**src/rtl/ptu_pkg.sv**
```systemverilog
// ----------------------------------------------------------------------------
// ptu_pkg
// Types, codes and saturation helpers shared by the particle table blocks.
// ----------------------------------------------------------------------------
package ptu_pkg;

  // width of the live particle count
  localparam int unsigned CntW = 7;

  // input operation codes
  localparam logic OP_SPAWN = 1'b0;
  localparam logic OP_TICK  = 1'b1;

  // configuration register indexes
  localparam logic CFG_GRAVITY = 1'b0;
  localparam logic CFG_LAUNCH  = 1'b1;

  // result status codes
  typedef enum logic [1:0] {
    ST_SPAWNED = 2'd0,
    ST_FULL    = 2'd1,
    ST_REPORT  = 2'd2,
    ST_EMPTY   = 2'd3
  } status_e;

  // sequencer states
  typedef enum logic [3:0] {
    S_IDLE  = 4'b0001,
    S_UPD   = 4'b0010,
    S_REP   = 4'b0100,
    S_NONE  = 4'b1000
  } state_e;

  // one table entry as held in memory
  typedef struct packed {
    logic signed [31:0] pos_x;
    logic signed [31:0] pos_y;
    logic signed [31:0] pos_z;
    logic signed [31:0] speed_y;
    logic        [23:0] age;
    logic        [23:0] life;
    logic        [15:0] size;
  } entry_t;

  // updated entry leaving the integrator
  typedef struct packed {
    logic   vld;
    entry_t entry;
  } upd_t;

  // clamp a 33-bit signed value to 32 bits
  function automatic logic signed [31:0] sat33(input logic signed [32:0] v);
    logic signed [31:0] r;
    if (v[32] != v[31]) begin
      r = v[32] ? 32'sh8000_0000 : 32'sh7fff_ffff;
    end else begin
      r = v[31:0];
    end
    return r;
  endfunction

  // clamp a 34-bit signed value to 32 bits
  function automatic logic signed [31:0] sat34(input logic signed [33:0] v);
    logic signed [31:0] r;
    if ((v[33] != v[32]) || (v[33] != v[31])) begin
      r = v[33] ? 32'sh8000_0000 : 32'sh7fff_ffff;
    end else begin
      r = v[31:0];
    end
    return r;
  endfunction

endpackage

```
**src/rtl/ptu_update.sv**
```systemverilog
// ----------------------------------------------------------------------------
// ptu_update
// Pipelined per-entry integrator: ages the particle, drops expired ones,
// steps vertical speed and then vertical position with saturation.
// ----------------------------------------------------------------------------
module ptu_update
  import ptu_pkg::*;
(
  input  logic               clk_i,
  input  logic               rst_ni,
  input  logic               vld_i,
  input  entry_t             entry_i,
  input  logic signed [24:0] gstep_i,
  input  logic        [15:0] dt_i,
  output upd_t               upd_o,
  output logic               busy_o
);

  logic [24:0]        age_sum;
  logic [23:0]        age_new;
  logic               keep;
  logic signed [32:0] vsum;
  entry_t             s1_d;

  logic               s1_vld_q;
  entry_t             s1_q;
  logic signed [48:0] prod;
  logic               s2_vld_q;
  entry_t             s2_q;
  logic signed [48:0] s2_prod_q;
  logic signed [33:0] ysum;

  // stage 1: age, expiry check, speed step
  always_comb begin
    age_sum = {1'b0, entry_i.age} + {9'd0, dt_i};
    age_new = age_sum[24] ? 24'hff_ffff : age_sum[23:0];
    keep    = (age_new <= entry_i.life);
    vsum    = {entry_i.speed_y[31], entry_i.speed_y} + {{8{gstep_i[24]}}, gstep_i};
    s1_d         = entry_i;
    s1_d.age     = age_new;
    s1_d.speed_y = sat33(vsum);
  end

  // stage 2: speed times dt
  assign prod = {{17{s1_q.speed_y[31]}}, s1_q.speed_y} * $signed({33'd0, dt_i});

  // stage 3: position step, floor shift by 16
  assign ysum = {{2{s2_q.pos_y[31]}}, s2_q.pos_y}
              + {s2_prod_q[48], s2_prod_q[48:16]};

  always_ff @(posedge clk_i or negedge rst_ni) begin
    if (!rst_ni) begin
      s1_vld_q <= 1'b0;
      s2_vld_q <= 1'b0;
    end else begin
      s1_vld_q <= vld_i && keep;
      s2_vld_q <= s1_vld_q;
    end
  end

  // stage payload
  always_ff @(posedge clk_i) begin
    s1_q      <= s1_d;
    s2_q      <= s1_q;
    s2_prod_q <= prod;
  end

  // write-back result
  always_comb begin
    upd_o.vld         = s2_vld_q;
    upd_o.entry       = s2_q;
    upd_o.entry.pos_y = sat34(ysum);
  end

  assign busy_o = s1_vld_q || s2_vld_q;

endmodule

```
**config.mk**
```make
export PLATFORM = sky130hd
export DESIGN_NAME = ptu_update
export DESIGN_NICKNAME = d
export VERILOG_FILES = /design/src/rtl/ptu_pkg.sv /design/src/rtl/ptu_update.sv
export SDC_FILE = /design/constraint.sdc
export NUM_CORES = 2
export LEC_CHECK = 0
export ABC_AREA = 1
export BUFFER_PORTS_ARGS = -buffer_cell sky130_fd_sc_hd__buf_2
export CAP_MARGIN = 25
export CORE_MARGIN = 4
export CORE_UTILIZATION = 45
export DETAILED_ROUTE_END_ITERATION = 8
export PLACE_DENSITY = 0.72
export SYNTH_ARGS = -nofsm -noshare
export SYNTH_HDL_FRONTEND = slang
export SYNTH_SLANG_ARGS = --single-unit
```
**constraint.sdc**
```tcl
create_clock -name clk_i -period 6.65 [get_ports clk_i]
set_input_delay 0 -clock clk_i [delete_from_list [all_inputs] [get_ports clk_i]]
set_output_delay 0 -clock clk_i [all_outputs]
set_load 0.01 [all_outputs]
```
# Yosys cells after proc, flatten, opt, wreduce, memory -nomap -nowiden
# Cells that the tools add are included.
[op_classes] add_sub_neg=3 multipliers=1 order_cmp=1 n_eq_ne=3 muxes=5 reduce_logical=3
[op_table] cell="$mux 32" n=4
[op_table] cell="$mul 32x17->49" n=1
[op_table] cell="$add 32x33->34" n=1
[op_table] cell="$add 32x25->33" n=1
[op_table] cell="$add 24x16->25" n=1
[op_table] cell="$le 24x24->1" n=1
[op_table] cell="$mux 24" n=1
[op_table] cell="$ne 1x1->1" n=3
[op_table] cell="$logic_or 1x1->1" n=2
[op_table] cell="$logic_and 1x1->1" n=1
[word_totals] register_bits=435 in_bits=236 out_inout_bits=194

# Longest topological paths before layout
[logic_depth] word_depth=4 depth_mapped=27 depth_no_buf=25

# Worst setup path after synthesis
# OpenSTA, ideal clock, no wires.
[synth_timing] path_kind="register -> register" startpoint="register s1_q[95] (netlist bit)" endpoint="register s2_prod_q[43]" setup_time_ns=0.072 arrival_time_ns=5.711 setup_slack_ns=0.867 path_stages_with_launch=22 path_buffers=2 cell_sequence="dfxtp_1 clkbuf_1 clkbuf_1 nand2_1 fa_1 inv_1 fa_1 fa_1 fa_1 fa_1 inv_1 fa_1 inv_1 ha_1 nand2_1 nor2_1 inv_1 nor3_1 nand4_1 or2_2 nand3_1 xor2_1"
[synth_between] elab_chain_cells=1
[synth_rtl] item="from (decl)" line="ptu_update.sv:26" source="entry_t s1_q;"
[synth_rtl] item="from (signal assigned)" line="ptu_update.sv:63" source="s1_q <= s1_d;"
[synth_rtl] item="$mul 32x17->49" line="ptu_update.sv:45" source="assign prod = {{17{s1_q.speed_y[31]}}, s1_q.speed_y} * $signed({33'd0, dt_i});"
[synth_rtl] item="via prod[43]" line="ptu_update.sv:27" source="logic signed [48:0] prod;"
[synth_rtl] item="to (signal assigned)" line="ptu_update.sv:65" source="s2_prod_q <= prod;"
[synth_rtl] item="to (decl)" line="ptu_update.sv:30" source="logic signed [48:0] s2_prod_q;"
# The timed path passes the listed nets, and every way through them passes these cells.

# Final worst setup path
[layout_timing] startpoint="register s1_q[73] (netlist bit)" endpoint="register s2_prod_q[25]"
# The elaborated chain is that of the path after synthesis.

==> results.json <==
{
  "status": "completed",
  "grt_most_used_layer": "met2",
  "die_w_um": 288,
  "cp_slowest_cell": "dfxtp_1",
  "r2r-end": "s2_prod_q[25]$_DFF_P_",
  "drc": 0,
  "postRouteAntennaNets": 0,
  "wl_per_cell_um": 16.6,
  "fp.dieH_um": 288,
  "antenna_found_initial": 7,
  "grt_use_total_pct": 23.7,
  "crit_cells": 22,
  "max_slew_margin_pct": 41.3,
  "cpPeakStageDelay_ns": 0.82,
  "end_kind": "flip-flop",
  "gp_congestion": 0.988,
  "htreeDepth": 2,
  "ys_seq_elements": 419,
  "synth_top_area_share_pct": 27.8,
  "cp.required_ns": 7.12,
  "ys_seq_area_share_pct": 23.8,
  "grt_pass1_wl_um": 157000,
  "placed_cells": 5564,
  "yosys_warnings": 0,
  "dpl.hpwl_um": 77600,
  "critPathLaunchType": "flip-flop",
  "finalClockSkew_ns": 0.0290,
  "use_met1_pct": 29.3,
  "final_cells": 5880,
  "synth.cell_area_um2": 35200,
  "path_delay_family": "adder cells",
  "grt_pass1_vias": 30500,
  "area_growth_pct": 16.9,
  "grt_max_degree": 34,
  "grt-ovfl-total": 0,
  "clk_latency_ns": 0.60,
  "num_vias": 28600,
  "finalCriticalPeriod_ns": 6.33,
  "die_area_um2": 82800,
  "r2r.worst_path.cells": 22,
  "max_freq_mhz": 158,
  "vias_per_cell": 4.86,
  "cts.sinks": 419,
  "synthTopCellsByArea": "fa_1 (28%), dfxtp_1 (24%), inv_1 (11%)",
  "synthFlopType": "dfxtp_1",
  "clk_pin_slew_ns": 0.06,
  "arrival_ns": 6.80,
  "synthDistinctLibCells": 49,
  "tightest_slew_ns": 0.881,
  "hold_path_class": "in2reg",
  "port_buffers": 429,
  "r2r_start": "s1_q[73]$_DFF_P_",
  "drive_gt1_share_pct": 12.9,
  "max_cap_viol_count": 0,
  "met2_usage_pct": 42.1,
  "critPathKind": "reg2reg",
  "crit_start": "s1_q[73]$_DFF_P_",
  "cts_root_buf": "clkbuf_16",
  "layout.nets": 5745,
  "drv_slew": 0,
  "crit_chain": "nand2_1 > inv_1 > fa_1 > inv_1 > fa_1 > fa_1 > inv_1 > fa_1 > fa_1 > inv_1 > fa_1 > inv_1 > ha_1 > nand2_1 > nor2_1 > inv_1 > nor2_1 > inv_1 > nor4_1 > a21oi_1 > o21ai_0 > xor2_1",
  "syn_avg_cell_area_um2": 8.15,
  "rsz0062_at_grt": "false",
  "cp_common_cell": "inv_1",
  "r2r_slack_ns": 0.32,
  "crit_end": "s2_prod_q[25]$_DFF_P_",
  "cts_setup_buffers": 0,
  "cts_buffers": 47,
  "core_um2": 77600,
  "synth_nets": 5269,
  "start_util_pct": 45.4,
  "post-route-period-util_pct": 95.2,
  "clock_path_buffers": 3,
  "cp_num_buf_inv": 7,
  "cts_tree": "yes",
  "yosysTopAreaCell": "fa_1",
  "final_cell_mix": "inv_1 (1035), nand2_1 (1035), fa_1 (490), buf_2 (429), dfxtp_1 (412)",
  "dr.pass1.iters": 6,
  "wirelength_um": 97600,
  "io_pins": 430,
  "drtIter0Drc": 1964,
  "rows": 102,
  "critPathMaxFanout": 17,
  "grtUsageMet3_pct": 3.10,
  "async_flop_share_pct": 0.477,
  "netlist_instances": 4323,
  "setup_viol": 0,
  "synth_edf_count": 0,
  "setup_tns_ns": 0,
  "finalHoldViolCount": 0
}
-- through the flow --
stage	setup WS (ns)	cell area (um^2)	hold WS, ns	utilization [%]
floorplan	0.867	35200	-0.296	-
global placement	0.259	37400	-0.212	48.2
finish	0.321	41200	0.0102	53.1
detailed placement	0.298	37400	-0.211	48.2
CTS	0.269	41200	0.000384	53.1
global route	0.0107	41200	0.0107	53.1
-- worst min path at each step --
stage / startpoint / to / slack [ns] / cells past startpoint
after global placement: rst_ni / s1_vld_q$_DFF_PN0_ / -0.21 / 1
after CTS: entry_i[10] / s1_q[10]$_DFF_P_ / 0.0004 / 2
after detailed placement: rst_ni / s1_vld_q$_DFF_PN0_ / -0.21 / 1
final: entry_i[92] / s1_q[92]$_DFF_P_ / 0.01 / 5
after global routing: entry_i[108] / s1_q[108]$_DFF_P_ / 0.01 / 2
after floorplan: rst_ni / s1_vld_q$_DFF_PN0_ / -0.30 / 0
-- area by class of cell --
type,instances,area (um^2)
clock buffers,58,1270
diodes,5,12.5
multi-input cells,2578,21200
repair buffers,714,4880
fillers,7166,36400
inverters,1039,3900
well taps,1040,1300
clock inverters,27,272
flip-flops and latches,419,8400
-- layer usage --
| metal | vias up | wire length (um) |
|---|---|---|
| met5 | - | 13 |
| met4 | 2 | 3910 |
| met3 | 236 | 5980 |
| met2 | 1052 | 48000 |
| met1 | 13800 | 39700 |
| li1 | 13500 | - |
-- sequential cells by signal, indices dropped and copies added (netlist names) --
name,count
upd_o,160
s2_prod_q,33
s2_vld_q,1
s1_vld_q,1
s1_q,192
s2_q,32
-- worst reg2reg max path, stage by stage, from the launching register on --
cell,delay (ns)
dfxtp_1,0.82
nand2_1,0.13
inv_1,0.10
fa_1,0.40
inv_1,0.09
fa_1,0.45
fa_1,0.51
inv_1,0.05
fa_1,0.49
fa_1,0.49
inv_1,0.05
fa_1,0.51
inv_1,0.05
ha_1,0.36
nand2_1,0.12
nor2_1,0.16
inv_1,0.09
nor2_1,0.13
inv_1,0.10
nor4_1,0.38
a21oi_1,0.22
o21ai_0,0.24
xor2_1,0.27
-- cell usage after synthesis (20+ instances only) --
library cell and n:
inv_1 1035, nand2_1 1035, fa_1 490, dfxtp_1 417, ha_1 220, nor2_1 190
buf_4 161, a21oi_1 151, nand3_1 113, clkbuf_1 110, o21ai_0 95, xor2_1 71
xnor2_1 27, nand4_1 23, a21o_1 20
-- what timing repair did --
item | in CTS | in global routing
setup endpoints to repair | 0 | 3
endpoints found under the hold margin | 185 | 0
gates resized for setup | 0 | 5
hold buffers | 226 | 0
-- cell families (layout without fill, tap and decap cells) --
group / Yosys count / in the layout / share of synthesized area (%)
AND/OR/NAND/NOR: 1430 / 1430 / 16.4
adder cells (fa/ha/maj): 710 / 710 / 35.7
XOR/XNOR: 99 / 99 / 2.48
buffers and inverters: 1326 / 1838 / 16.1
flip-flops: 419 / 419 / 23.8
AO/OA/AOI/OAI: 339 / 339 / 5.48
other: 0 / 5 / 0
Power is left out: the tool's default activity adds up to more than one toggle a clock period on the data nets, which glitch-free logic cannot reach.
