[src/rtl/ptu_ram.sv]
// ----------------------------------------------------------------------------
// ptu_ram
// Generic simple dual-port RAM, one write and one registered read port.
// ----------------------------------------------------------------------------
module ptu_ram #(
  parameter int unsigned WIDTH = 32,
  parameter int unsigned DEPTH = 32,
  localparam int unsigned AW = (DEPTH > 1) ? $clog2(DEPTH) : 1
) (
  input  logic             clk_i,
  input  logic             we_i,
  input  logic [AW-1:0]    waddr_i,
  input  logic [WIDTH-1:0] wdata_i,
  input  logic [AW-1:0]    raddr_i,
  output logic [WIDTH-1:0] rdata_o
);

  logic [WIDTH-1:0] mem_q [DEPTH];

  // write port
  always_ff @(posedge clk_i) begin
    if (we_i) begin
      mem_q[waddr_i] <= wdata_i;
    end
  end

  // registered read port
  always_ff @(posedge clk_i) begin
    rdata_o <= mem_q[raddr_i];
  end

endmodule

[config.mk]
export PLATFORM = sky130hd
export DESIGN_NAME = ptu_ram
export DESIGN_NICKNAME = d
export VERILOG_FILES = /design/src/rtl/ptu_ram.sv
export SDC_FILE = /design/constraint.sdc
export NUM_CORES = 1
export LEC_CHECK = 0
export BUFFER_PORTS_ARGS = -buffer_cell sky130_fd_sc_hd__buf_2
export CORE_UTILIZATION = 32
export DETAILED_ROUTE_END_ITERATION = 16
export PLACE_DENSITY = 0.55
export SYNTH_ARGS = -nofsm -noshare
export SYNTH_HDL_FRONTEND = slang
export SYNTH_SLANG_ARGS = --single-unit
[constraint.sdc]
create_clock -name clk_i -period 2.75 [get_ports clk_i]
set_input_delay 0.55 -clock clk_i [delete_from_list [all_inputs] [get_ports clk_i]]
set_output_delay 0.55 -clock clk_i [all_outputs]
set_load 0.02 [all_outputs]
* Yosys cells after proc, flatten, opt, wreduce, memory -nomap -nowiden
Memories as Yosys holds them, arrays and structs flattened. A register that Yosys moved wholly into a read port is not among the register bits. Index checks and enable logic that the tools add are counted.
Cells by class: muxes and demuxes 2
Operators with widths (count):
- $mux 1 | 2
Storage, ports and cells: logic and storage cells 3, input port bits 44, output and inout port bits 32, bits in registers 0, memory bits (writable) 1024, memories 1
Memories:
- mem_q | words 32, width 32, read ports 1, clocked after memory_dff 1, write ports 1, line 18 | logic [WIDTH-1:0] mem_q [DEPTH];

* Logic depth before layout (Yosys ltp)
Gate-level depths: netlist (run 1).
depth in word-level cells 2, mapped depth 8, mapped depth without buffers 5

* Least setup slack after synthesis (run 1)
OpenSTA, ideal clock, no wires.
path type input-to-reg, start point in waddr_i[1], end point mem mem_q[12][0] (enable), stages 3, buffers on the path 1, path slack -234 ps, required time 2329 ps, setup time 421 ps, arrival time 2563 ps, path through or3b_2 > clkbuf_1 > nor2_1
RTL lines:
- start, declared | line 12 | input logic [AW-1:0] waddr_i,
- end, declared | line 18
Straight into the memory's write port.

* Final worst setup path (run 1)
start point reg rdata_o[27], read port of mem_q, end point out rdata_o[27]
RTL lines:
- start, declared | line 15 | output logic [WIDTH-1:0] rdata_o
No word-level cell between the ends.

==> results of run 1 <==
[path summary, 6_finish.rpt]
| path | start | end | slack, ns | depth (start not counted) |
|---|---|---|---|---|
| setup / recovery | rdata_o[27]$_DFF_P_ | rdata_o[27] | 0.81 | 1 |
| hold / removal | wdata_i[23] | mem_q[30][23]$_DFFE_PP_ | 0.37 | 1 |
| setup reg to reg | mem_q[3][26]$_DFFE_PP_ | rdata_o[26]$_DFF_P_ | 1.20 | 5 |
| hold reg to reg | mem_q[16][28]$_DFFE_PP_ | rdata_o[28]$_DFF_P_ | 0.59 | 4 |
[metal layers]
layer | share of wire (%) | vias to the layer above | global-route usage (%)
met1 | 45 | 10950 | 21.20
met3 | 5.2 | 155 | 2.356
met4 | 2.4 | 8 | 4.817
li1 | - | 9340 | -
met2 | 48 | 556 | 25.47
met5 | 0.037 | - | 0
[report_power, final]
group          internal (mW)  total [mW]  switching [mW]
clock network           9.17        15.2            6.00
registers               17.9        18.0          0.0978
logic                  0.602        1.79            1.19
total                   27.7        35.0            7.29
[final cells by class]
| class | count | area, sq um |
|---|---|---|
| clock buffers | 141 | 2925 |
| multi-input cells | 1077 | 8610 |
| well taps | 1650 | 2064 |
| repair buffers | 196 | 1769 |
| flip-flops and latches | 1056 | 31390 |
| diodes | 2 | 5.005 |
| fillers | 11450 | 78010 |
| clock inverters | 57 | 792.0 |
[placed cells by master (no fill, tap or decap), drive strengths merged]
cell type  count
edfxtp      1024
mux2i        512
buf          196
clkbuf       141
nand3         98
nand2         98
a22oi         96
a21oi         96
a22o          64
nor2          34
clkinv        34
nor3          32
a31oi         32
dfxtp         32
bufinv        18
nand3b         5
or3b           3
clkinvlp       3
diode          2
nand2b         2
inv            2
or3            1
and2b          1
nor2b          1
and2           1
or2            1
[stage by stage]
stage               utilization, %  area, sq um
finish                       37.87        47560
global route                 37.87        47550
CTS                          37.87        47550
detailed placement           34.91        43830
global placement             34.91        43830
floorplan                        -        40500
[sequential cells by signal, indices dropped and copies added (netlist names)]
| name | flops |
|---|---|
| mem_q | 1024 |
| rdata_o | 32 |
[cells by family after synthesis]
group,count (synthesis),share of synthesized area [%]
DFF,1056,77.53
AOI/OAI and AO/OA,288,4.846
buffers and inverters,127,1.860
and+or+nand+nor,277,3.100
muxes,512,12.66
==> qor.yml, run 1 <==
crit_chain: "buf_2"
ctsHoldBuffers: 0
post_cts_buffers: 0
p_leak_nw: 16.46
wl_um: 99950
hpwl_um: 58210
h-tree-depth: 3
ys_ff_latch: 1056
grt_pass1_wl_um: 145600
synthesis.nets: 2304
gp_congestion: 0.7650
fin_hold_ws_ns: 0.3733
arrival_ns: 1.39
hold_violations: 0
area_growth_syn_to_layout_pct: 17.46
start_util_pct: 32.24
remaining_drc_errors: 0
synth.cell_area_sq_um: 40490
synthTopCellsByArea: "edfxtp_1 76%, mux2i_1 13%, a22oi_1 1.8%, dfxtp_1 1.6%, a22o_1 1.4%"
crit_type: "flip-flop to output port"
crit_path_top_delay_cell: "dfxtp_1"
drtIter0Drc: 1881
synth_flop_cell: "edfxtp_1"
fin_crit_sh_pct: 70.60
clk_latency_ns: 0.68
numPortBuffers: 75
antenna_found_initial: 6
ant_nets: 0
clkSinkCount: 1056
ios: 76
crit_fanout: 1
ir_drop_v: 0.0004520
cts_buffer_depth: 3
vias: 21000
hold_class: "primary input to flip-flop"
drt_first_pass_iters: 7
worst_slack_ns: 0.8085
fmax_mhz: 515.1
grt-ovfl-total: 0
worst_slew_pin_slew_ns: 0.6730
maxSlewViolCount: 0
finClkSkew_ns: 0.03374
rows: 130
syn_area_per_cell_sq_um: 17.91
root_buffer: "clkbuf_16"
nets: 2479
cts_buffers: 104
rsz0062_at_grt: "no"
die_x_um: 357.7
synth_edf_count: 1024
synthDominantCellAreaShare_pct: 75.95
endpoint_kind: "output port"
crit_buf_inv: 1
max_stage_delay_ns: 0.48
min_period_ns: 1.942
dp_cells: 3979
ys.warnings.count: 0
ys_seq_area_share_pct: 77.54
power_density_nw_per_um2: 735.0
crit_family: "flip-flops"
async_flop_share_pct: 0
yosys.cell_count.top_type: "edfxtp_1"
synthTopCellsByCount: "1024 x edfxtp_1, 512 x mux2i_1, 98 x nand2_1, 98 x nand3_1"
dieArea_sq_um: 127900
wl_per_cell_um: 23.92
cts_tree: "yes"
grtUsageTotal_pct: 15.53
first_global_vias: 21610
vias_per_cell: 5.026
synthCells: 2260
drive_above_1_share_pct: 15.99
yosysUniqueCellTypes: 25
cp-start-kind: "flip-flop"
grt_max_degree: 45
clk_pin_slew_worst_paths_ns: 0.06
finalSetupTns_ns: 0
pre_cts_slack_ns: 0.3022
critPathRequiredTime_ns: 2.20
coreArea_sq_um: 125600
finalSetupViolations: 0
final_cell_count_no_fill: 4179
yosysTopAreaCell: "edfxtp_1"
ctsResizeCount: 0
power_mw: 34.95
die_h_um: 357.7
max_slew_margin_pct: 55.13
status: "finished clean"
max_cap_viol_count: 0
Power figures use the tool's default switching activity.
==> run 2, diff against run 1 <==
Settings changed: PLACE_DENSITY 0.55 to 0.53.
Clock period 2.75 ns to 1.9 ns, I/O delays scaled along.
==> qor.yml, run 2 (synthesis gave the netlist of run 1 again) <==
wl_um: 108700  # was 99950 um
fin_util_pct: 38.86  # was 37.87%
power_mw: 49.80  # was 34.95 mW
grt_max_degree: 36  # was 45
crit_path_top_delay_cell: "dfxtp_1"  # unchanged
coreArea_sq_um: 125600  # unchanged
crit_type: "flip-flop to output port"  # unchanged
remaining_drc_errors: 0  # unchanged
finClkSkew_ns: 0.02727  # was 0.03374 ns
drtIter0Drc: 1939  # was 1881
vias_per_cell: 5.018  # was 5.026
finalSetupTns_ns: 0  # unchanged
layout_common_cells: "1024 x edfxtp_1, 512 x mux2i_1, 120 x buf_4"  # was 1024 x edfxtp_1, 512 x mux2i_1, 107 x clkbuf_16
nets: 2579  # was 2479
post_cts_buffers: 0  # unchanged
fin_area_sq_um: 48800  # was 47560 sq um
hold_class: "primary input to flip-flop"  # unchanged
grtUsageTotal_pct: 16.97  # was 15.53%
grt-ovfl-total: 0  # unchanged
die_x_um: 357.7  # unchanged
p_leak_nw: 17.04  # was 16.46 nW
cts_buffers: 108  # was 104
crit_buf_inv: 1  # unchanged
maxSlewViolCount: 0  # unchanged
endpoint_kind: "output port"  # unchanged
min_period_ns: 1.813
power_density_nw_per_um2: 1020  # was 735.0 nW/um^2
top_layer: "met5"  # unchanged
hold_violations: 0  # unchanged
fin_crit_sh_pct: 95.40
arrival_ns: 1.43  # was 1.39 ns
rsz0062_at_grt: "no"  # unchanged
h-tree-depth: 3  # unchanged
final_common_cell: "edfxtp_1"  # unchanged
start_util_pct: 32.24  # unchanged
hpwl_um: 66760  # was 58210 um
clk_latency_ns: 0.68  # about the same
antenna_found_initial: 11  # was 6
worst_slew_pin_slew_ns: 0.6746  # was 0.6730 ns
wl_met2_um: 52550  # was 47750 um
status: "finished clean"  # unchanged
clkSinkCount: 1056  # unchanged
dp_cells: 4075  # was 3979
ctsHoldBuffers: 0  # unchanged
vias: 21470  # was 21000
first_global_vias: 21940  # was 21610
clk_pin_slew_worst_paths_ns: 0.06  # about the same
pre_cts_slack_ns: -0.2303  # was 0.3022 ns
cts_tree: "yes"  # unchanged
ctsResizeCount: 0  # unchanged
die_h_um: 357.7  # unchanged
cp-start-kind: "flip-flop"  # unchanged
drt_first_pass_iters: 5  # was 7
ios: 76  # unchanged
drive_above_1_share_pct: 19.16  # was 15.99%
final_cell_count_no_fill: 4278  # was 4179
rows: 130  # unchanged
crit_chain: "buf_2"  # unchanged
critPathRequiredTime_ns: 1.52  # was 2.20 ns
crit_family: "flip-flops"  # unchanged
max_stage_delay_ns: 0.51  # was 0.48 ns
max_slew_margin_pct: 55.02  # was 55.13%
drt-met1-wl_um: 48000  # was 44530 um
worst_slack_ns: 0.08732  # was 0.8085 ns
ir_drop_v: 0.0006976  # was 0.0004520 V
crit_fanout: 1  # unchanged
ant_nets: 0  # unchanged
fin_hold_ws_ns: 0.1926  # was 0.3733 ns
top_register: "mem_q"  # unchanged
grt_pass1_wl_um: 155600  # was 145600 um
area_growth_syn_to_layout_pct: 20.54  # was 17.46%
wl_per_cell_um: 25.42  # was 23.92 um
post_dp_cell_area_sq_um: 45290  # was 43830 sq um
dr_wl_met3_um: 5982  # was 5217 um
dieArea_sq_um: 127900  # unchanged
root_buffer: "clkbuf_16"  # unchanged
finalSetupViolations: 0  # unchanged
gp_congestion: 0.7752  # was 0.7650
cts_buffer_depth: 3  # unchanged
top_regs: "mem_q: 1024 flops, rdata_o: 32 flops"  # unchanged
numPortBuffers: 75  # unchanged
fmax_mhz: 551.7
largest_reg_flops: 1024  # unchanged
max_cap_viol_count: 0  # unchanged
==> run 2: cell type report <==
cell class	instances	area (sq um)
tap	1650	2064
clock inverter	73	655.6
sequential	1056	31390
fill	11370	76770
multi-input combinational	1077	8612
timing repair buffer	292	3228
antenna	3	7.507
clock buffer	127	2844
==> run 2: report_power, final <==
group	internal, mW	switching [mW]	total (mW)
clock network	12.1	8.74	20.9
logic	1.05	1.81	2.86
registers	25.9	0.155	26.1
total	39.1	10.7	49.8
==> run 2: path summary, 6_finish.rpt <==
| check | start | endpoint | slack [ns] | depth (start not counted) |
|---|---|---|---|---|
| max | rdata_o[13]$_DFF_P_ | rdata_o[13] | 0.09 | 1 |
| min | wdata_i[29] | mem_q[14][29]$_DFFE_PP_ | 0.19 | 1 |
| max reg2reg | mem_q[7][11]$_DFFE_PP_ | rdata_o[11]$_DFF_P_ | 0.45 | 6 |
| min reg2reg | mem_q[11][24]$_DFFE_PP_ | rdata_o[24]$_DFF_P_ | 0.60 | 4 |
==> run 2: per-layer routing <==
metal  track usage (%)  vias up
li1                  -     9558
met5                 0        -
met2             28.06      587
met4             4.179        8
met3             2.718      148
met1             23.31    11170
==> run 3, diff against run 2 <==
Settings changed: CORE_UTILIZATION 32 to 33, PLACE_DENSITY 0.53 to 0.54.
==> qor.yml, run 3 (synthesis gave the netlist of run 1 again) <==
nets: 2601  # was 2579
crit_family: "flip-flops"  # unchanged
dieArea_sq_um: 124100  # was 127900 sq um
die_x_um: 352.3  # was 357.7 um
fin_crit_sh_pct: 94.13  # was 95.40%
largest_reg_flops: 1024  # unchanged
fillCellCount: 10900  # was 11370
cts_buffer_depth: 3  # unchanged
drive_above_1_share_pct: 19.15  # was 19.16%
r2r-end: "rdata_o[24]$_DFF_P_"  # was rdata_o[11]$_DFF_P_
maxSlewViolCount: 0  # unchanged
seqPwrFrac_pct: 52.3  # about the same
power_mw: 49.80  # about the same
die_h_um: 352.3  # was 357.7 um
hpwl_um: 65900  # was 66760 um
crit_buf_inv: 1  # unchanged
root_buffer: "clkbuf_16"  # unchanged
critPathRequiredTime_ns: 1.52  # about the same
endpoint_kind: "output port"  # unchanged
fmax_mhz: 559.1  # was 551.7 MHz
clk_pin_slew_worst_paths_ns: 0.06  # about the same
max_stage_delay_ns: 0.50  # was 0.51 ns
crit_chain: "buf_2"  # unchanged
numPortBuffers: 75  # unchanged
h-tree-depth: 3  # unchanged
vias_per_cell: 5.054  # was 5.018
power_density_nw_per_um2: 1015  # was 1020 nW/um^2
antenna_found_initial: 11  # unchanged
rows: 128  # was 130
hold_violations: 0  # unchanged
start_util_pct: 33.26  # was 32.24%
crit_type: "flip-flop to output port"  # unchanged
vias: 21590  # was 21470
intPower_mw: 39.29  # was 39.10 mW
drt_first_pass_iters: 5  # unchanged
wl_per_cell_um: 25.18  # was 25.42 um
crit_fanout: 1  # unchanged
max_cap_viol_count: 0  # unchanged
post_cts_buffers: 0  # unchanged
grt_pass1_wl_um: 156500  # was 155600 um
coreArea_sq_um: 121700  # was 125600 sq um
p_leak_nw: 17.19  # was 17.04 nW
ant_nets: 0  # unchanged
ctsHoldBuffers: 0  # unchanged
worstHoldPathCells: 1  # unchanged
grt-ovfl-total: 0  # unchanged
cts_tree: "yes"  # unchanged
max_slew_margin_pct: 59.96  # was 55.02%
cp-start-kind: "flip-flop"  # unchanged
combPwrFrac_pct: 5.8  # was 5.7%
ir_drop_v: 0.0006971  # was 0.0006976 V
p_sw_mw: 10.51  # was 10.70 mW
whs_endpoint: "mem_q[30][1]$_DFFE_PP_"  # was mem_q[14][29]$_DFFE_PP_
min_period_ns: 1.788  # was 1.813 ns
finalSetupViolations: 0  # unchanged
finClkSkew_ns: 0.01635  # was 0.02727 ns
grtUsageTotal_pct: 17.22  # was 16.97%
ios: 76  # unchanged
grt_max_degree: 37  # was 36
area_growth_syn_to_layout_pct: 21.21  # was 20.54%
clkSinkCount: 1056  # unchanged
crit_path_top_delay_cell: "dfxtp_1"  # unchanged
remaining_drc_errors: 0  # unchanged
final_common_cell: "edfxtp_1"  # unchanged
crit-reg2reg-launch: "mem_q[19][24]$_DFFE_PP_"  # was mem_q[7][11]$_DFFE_PP_
arrival_ns: 1.41  # was 1.43 ns
first_global_vias: 22500  # was 21940
cts_buffers: 108  # unchanged
min_from: "wdata_i[1]"  # was wdata_i[29]
layout_common_cells: "1024 x edfxtp_1, 512 x mux2i_1, 131 x buf_4"  # was 1024 x edfxtp_1, 512 x mux2i_1, 120 x buf_4
top_regs: "mem_q: 1024 flops, rdata_o: 32 flops"  # unchanged
wl_um: 107600  # was 108700 um
clk_latency_ns: 0.67  # was 0.68 ns
worst_slack_ns: 0.1116  # was 0.08732 ns
top_register: "mem_q"  # unchanged
worst_slew_pin_slew_ns: 0.6006  # was 0.6746 ns
clkPwrFrac_pct: 41.8  # was 41.9%
gp_congestion: 0.7990  # was 0.7752
status: "finished clean"  # unchanged
drtIter0Drc: 1731  # was 1939
hold_class: "primary input to flip-flop"  # unchanged
pre_cts_slack_ns: -0.2569  # was -0.2303 ns
rsz0062_at_grt: "no"  # unchanged
r2r_cells: 4  # was 6
ctsResizeCount: 0  # unchanged
fin_hold_ws_ns: 0.1894  # was 0.1926 ns
switching_share_pct: 21.10  # was 21.49%
reg2reg_slack_ns: 0.47  # was 0.45 ns
-- run 3: cell count changes in the layout (fill, tap and decap cells not counted), moves of 5 or more --
cell | before | now
clkinv_2 | 31 | 15
clkbuf_1 | 12 | 27
buf_12 | 97 | 108
buf_4 | 120 | 131
clkinvlp_4 | 7 | 1
clkbuf_16 | 108 | 113
-- run 3: worst register-to-register path, cell delays in order (launching register included) --
cell	delay [ns]
edfxtp_1	0.35
mux2i_1	0.19
a22oi_1	0.12
a31oi_1	0.40
nand3_1	0.20
-- run 3: worst max-delay path by stage --
stage               slack [ns]                start                      to  cells after the start
finish                    0.11  rdata_o[10]$_DFF_P_             rdata_o[10]                      1
global route              0.06  rdata_o[10]$_DFF_P_             rdata_o[10]                      1
CTS                       0.02  rdata_o[10]$_DFF_P_             rdata_o[10]                      1
detailed placement       -0.26           raddr_i[2]      rdata_o[8]$_DFF_P_                      8
global placement         -0.24           raddr_i[0]      rdata_o[8]$_DFF_P_                      7
floorplan                -0.32           waddr_i[3]  mem_q[17][0]$_DFFE_PP_                      2
-- run 3: cell type report --
| cell class | count | area [sq um] | share of cell area [%] |
|---|---|---|---|
| timing repair buffer | 314 | 3531 | 7.196 |
| sequential | 1056 | 31390 | 63.97 |
| antenna | 1 | 2.502 | 0.005100 |
| clock inverter | 50 | 435.4 | 0.8873 |
| tap | 1625 | 2033 | 4.143 |
| multi-input combinational | 1077 | 8612 | 17.55 |
| clock buffer | 150 | 3067 | 6.250 |
-- run 3: metal layers --
layer / vias up / track usage (%) / share of wire (%)
met1: 11330 / 22.91 / 44
met5: - / 0 / 0.015
met3: 143 / 2.422 / 4.2
met4: 2 / 4.948 / 2.5
li1: 9605 / - / -
met2: 510 / 29.25 / 50
-- run 3: stage by stage --
stage	cells	TNS (ns)	util, %	cell area, sq um
after global routing	4272	0	40.31	49070
after CTS	4272	0	40.31	49070
after global placement	4072	-8.684	37.44	45570
final	4273	0	40.32	49070
after detailed placement	4072	-12.28	37.44	45570
after floorplan	2260	-162.32	-	40660
-- run 3: power groups by stage --
stage               combinational (mW)  sequential (mW)  clock [mW]
floorplan                         1.36             26.6           0
global placement                  2.88             26.6           0
detailed placement                2.93             26.6           0
CTS                               2.94             26.1        21.2
global route                      3.11             26.1        22.1
finish                            2.91             26.1        20.8
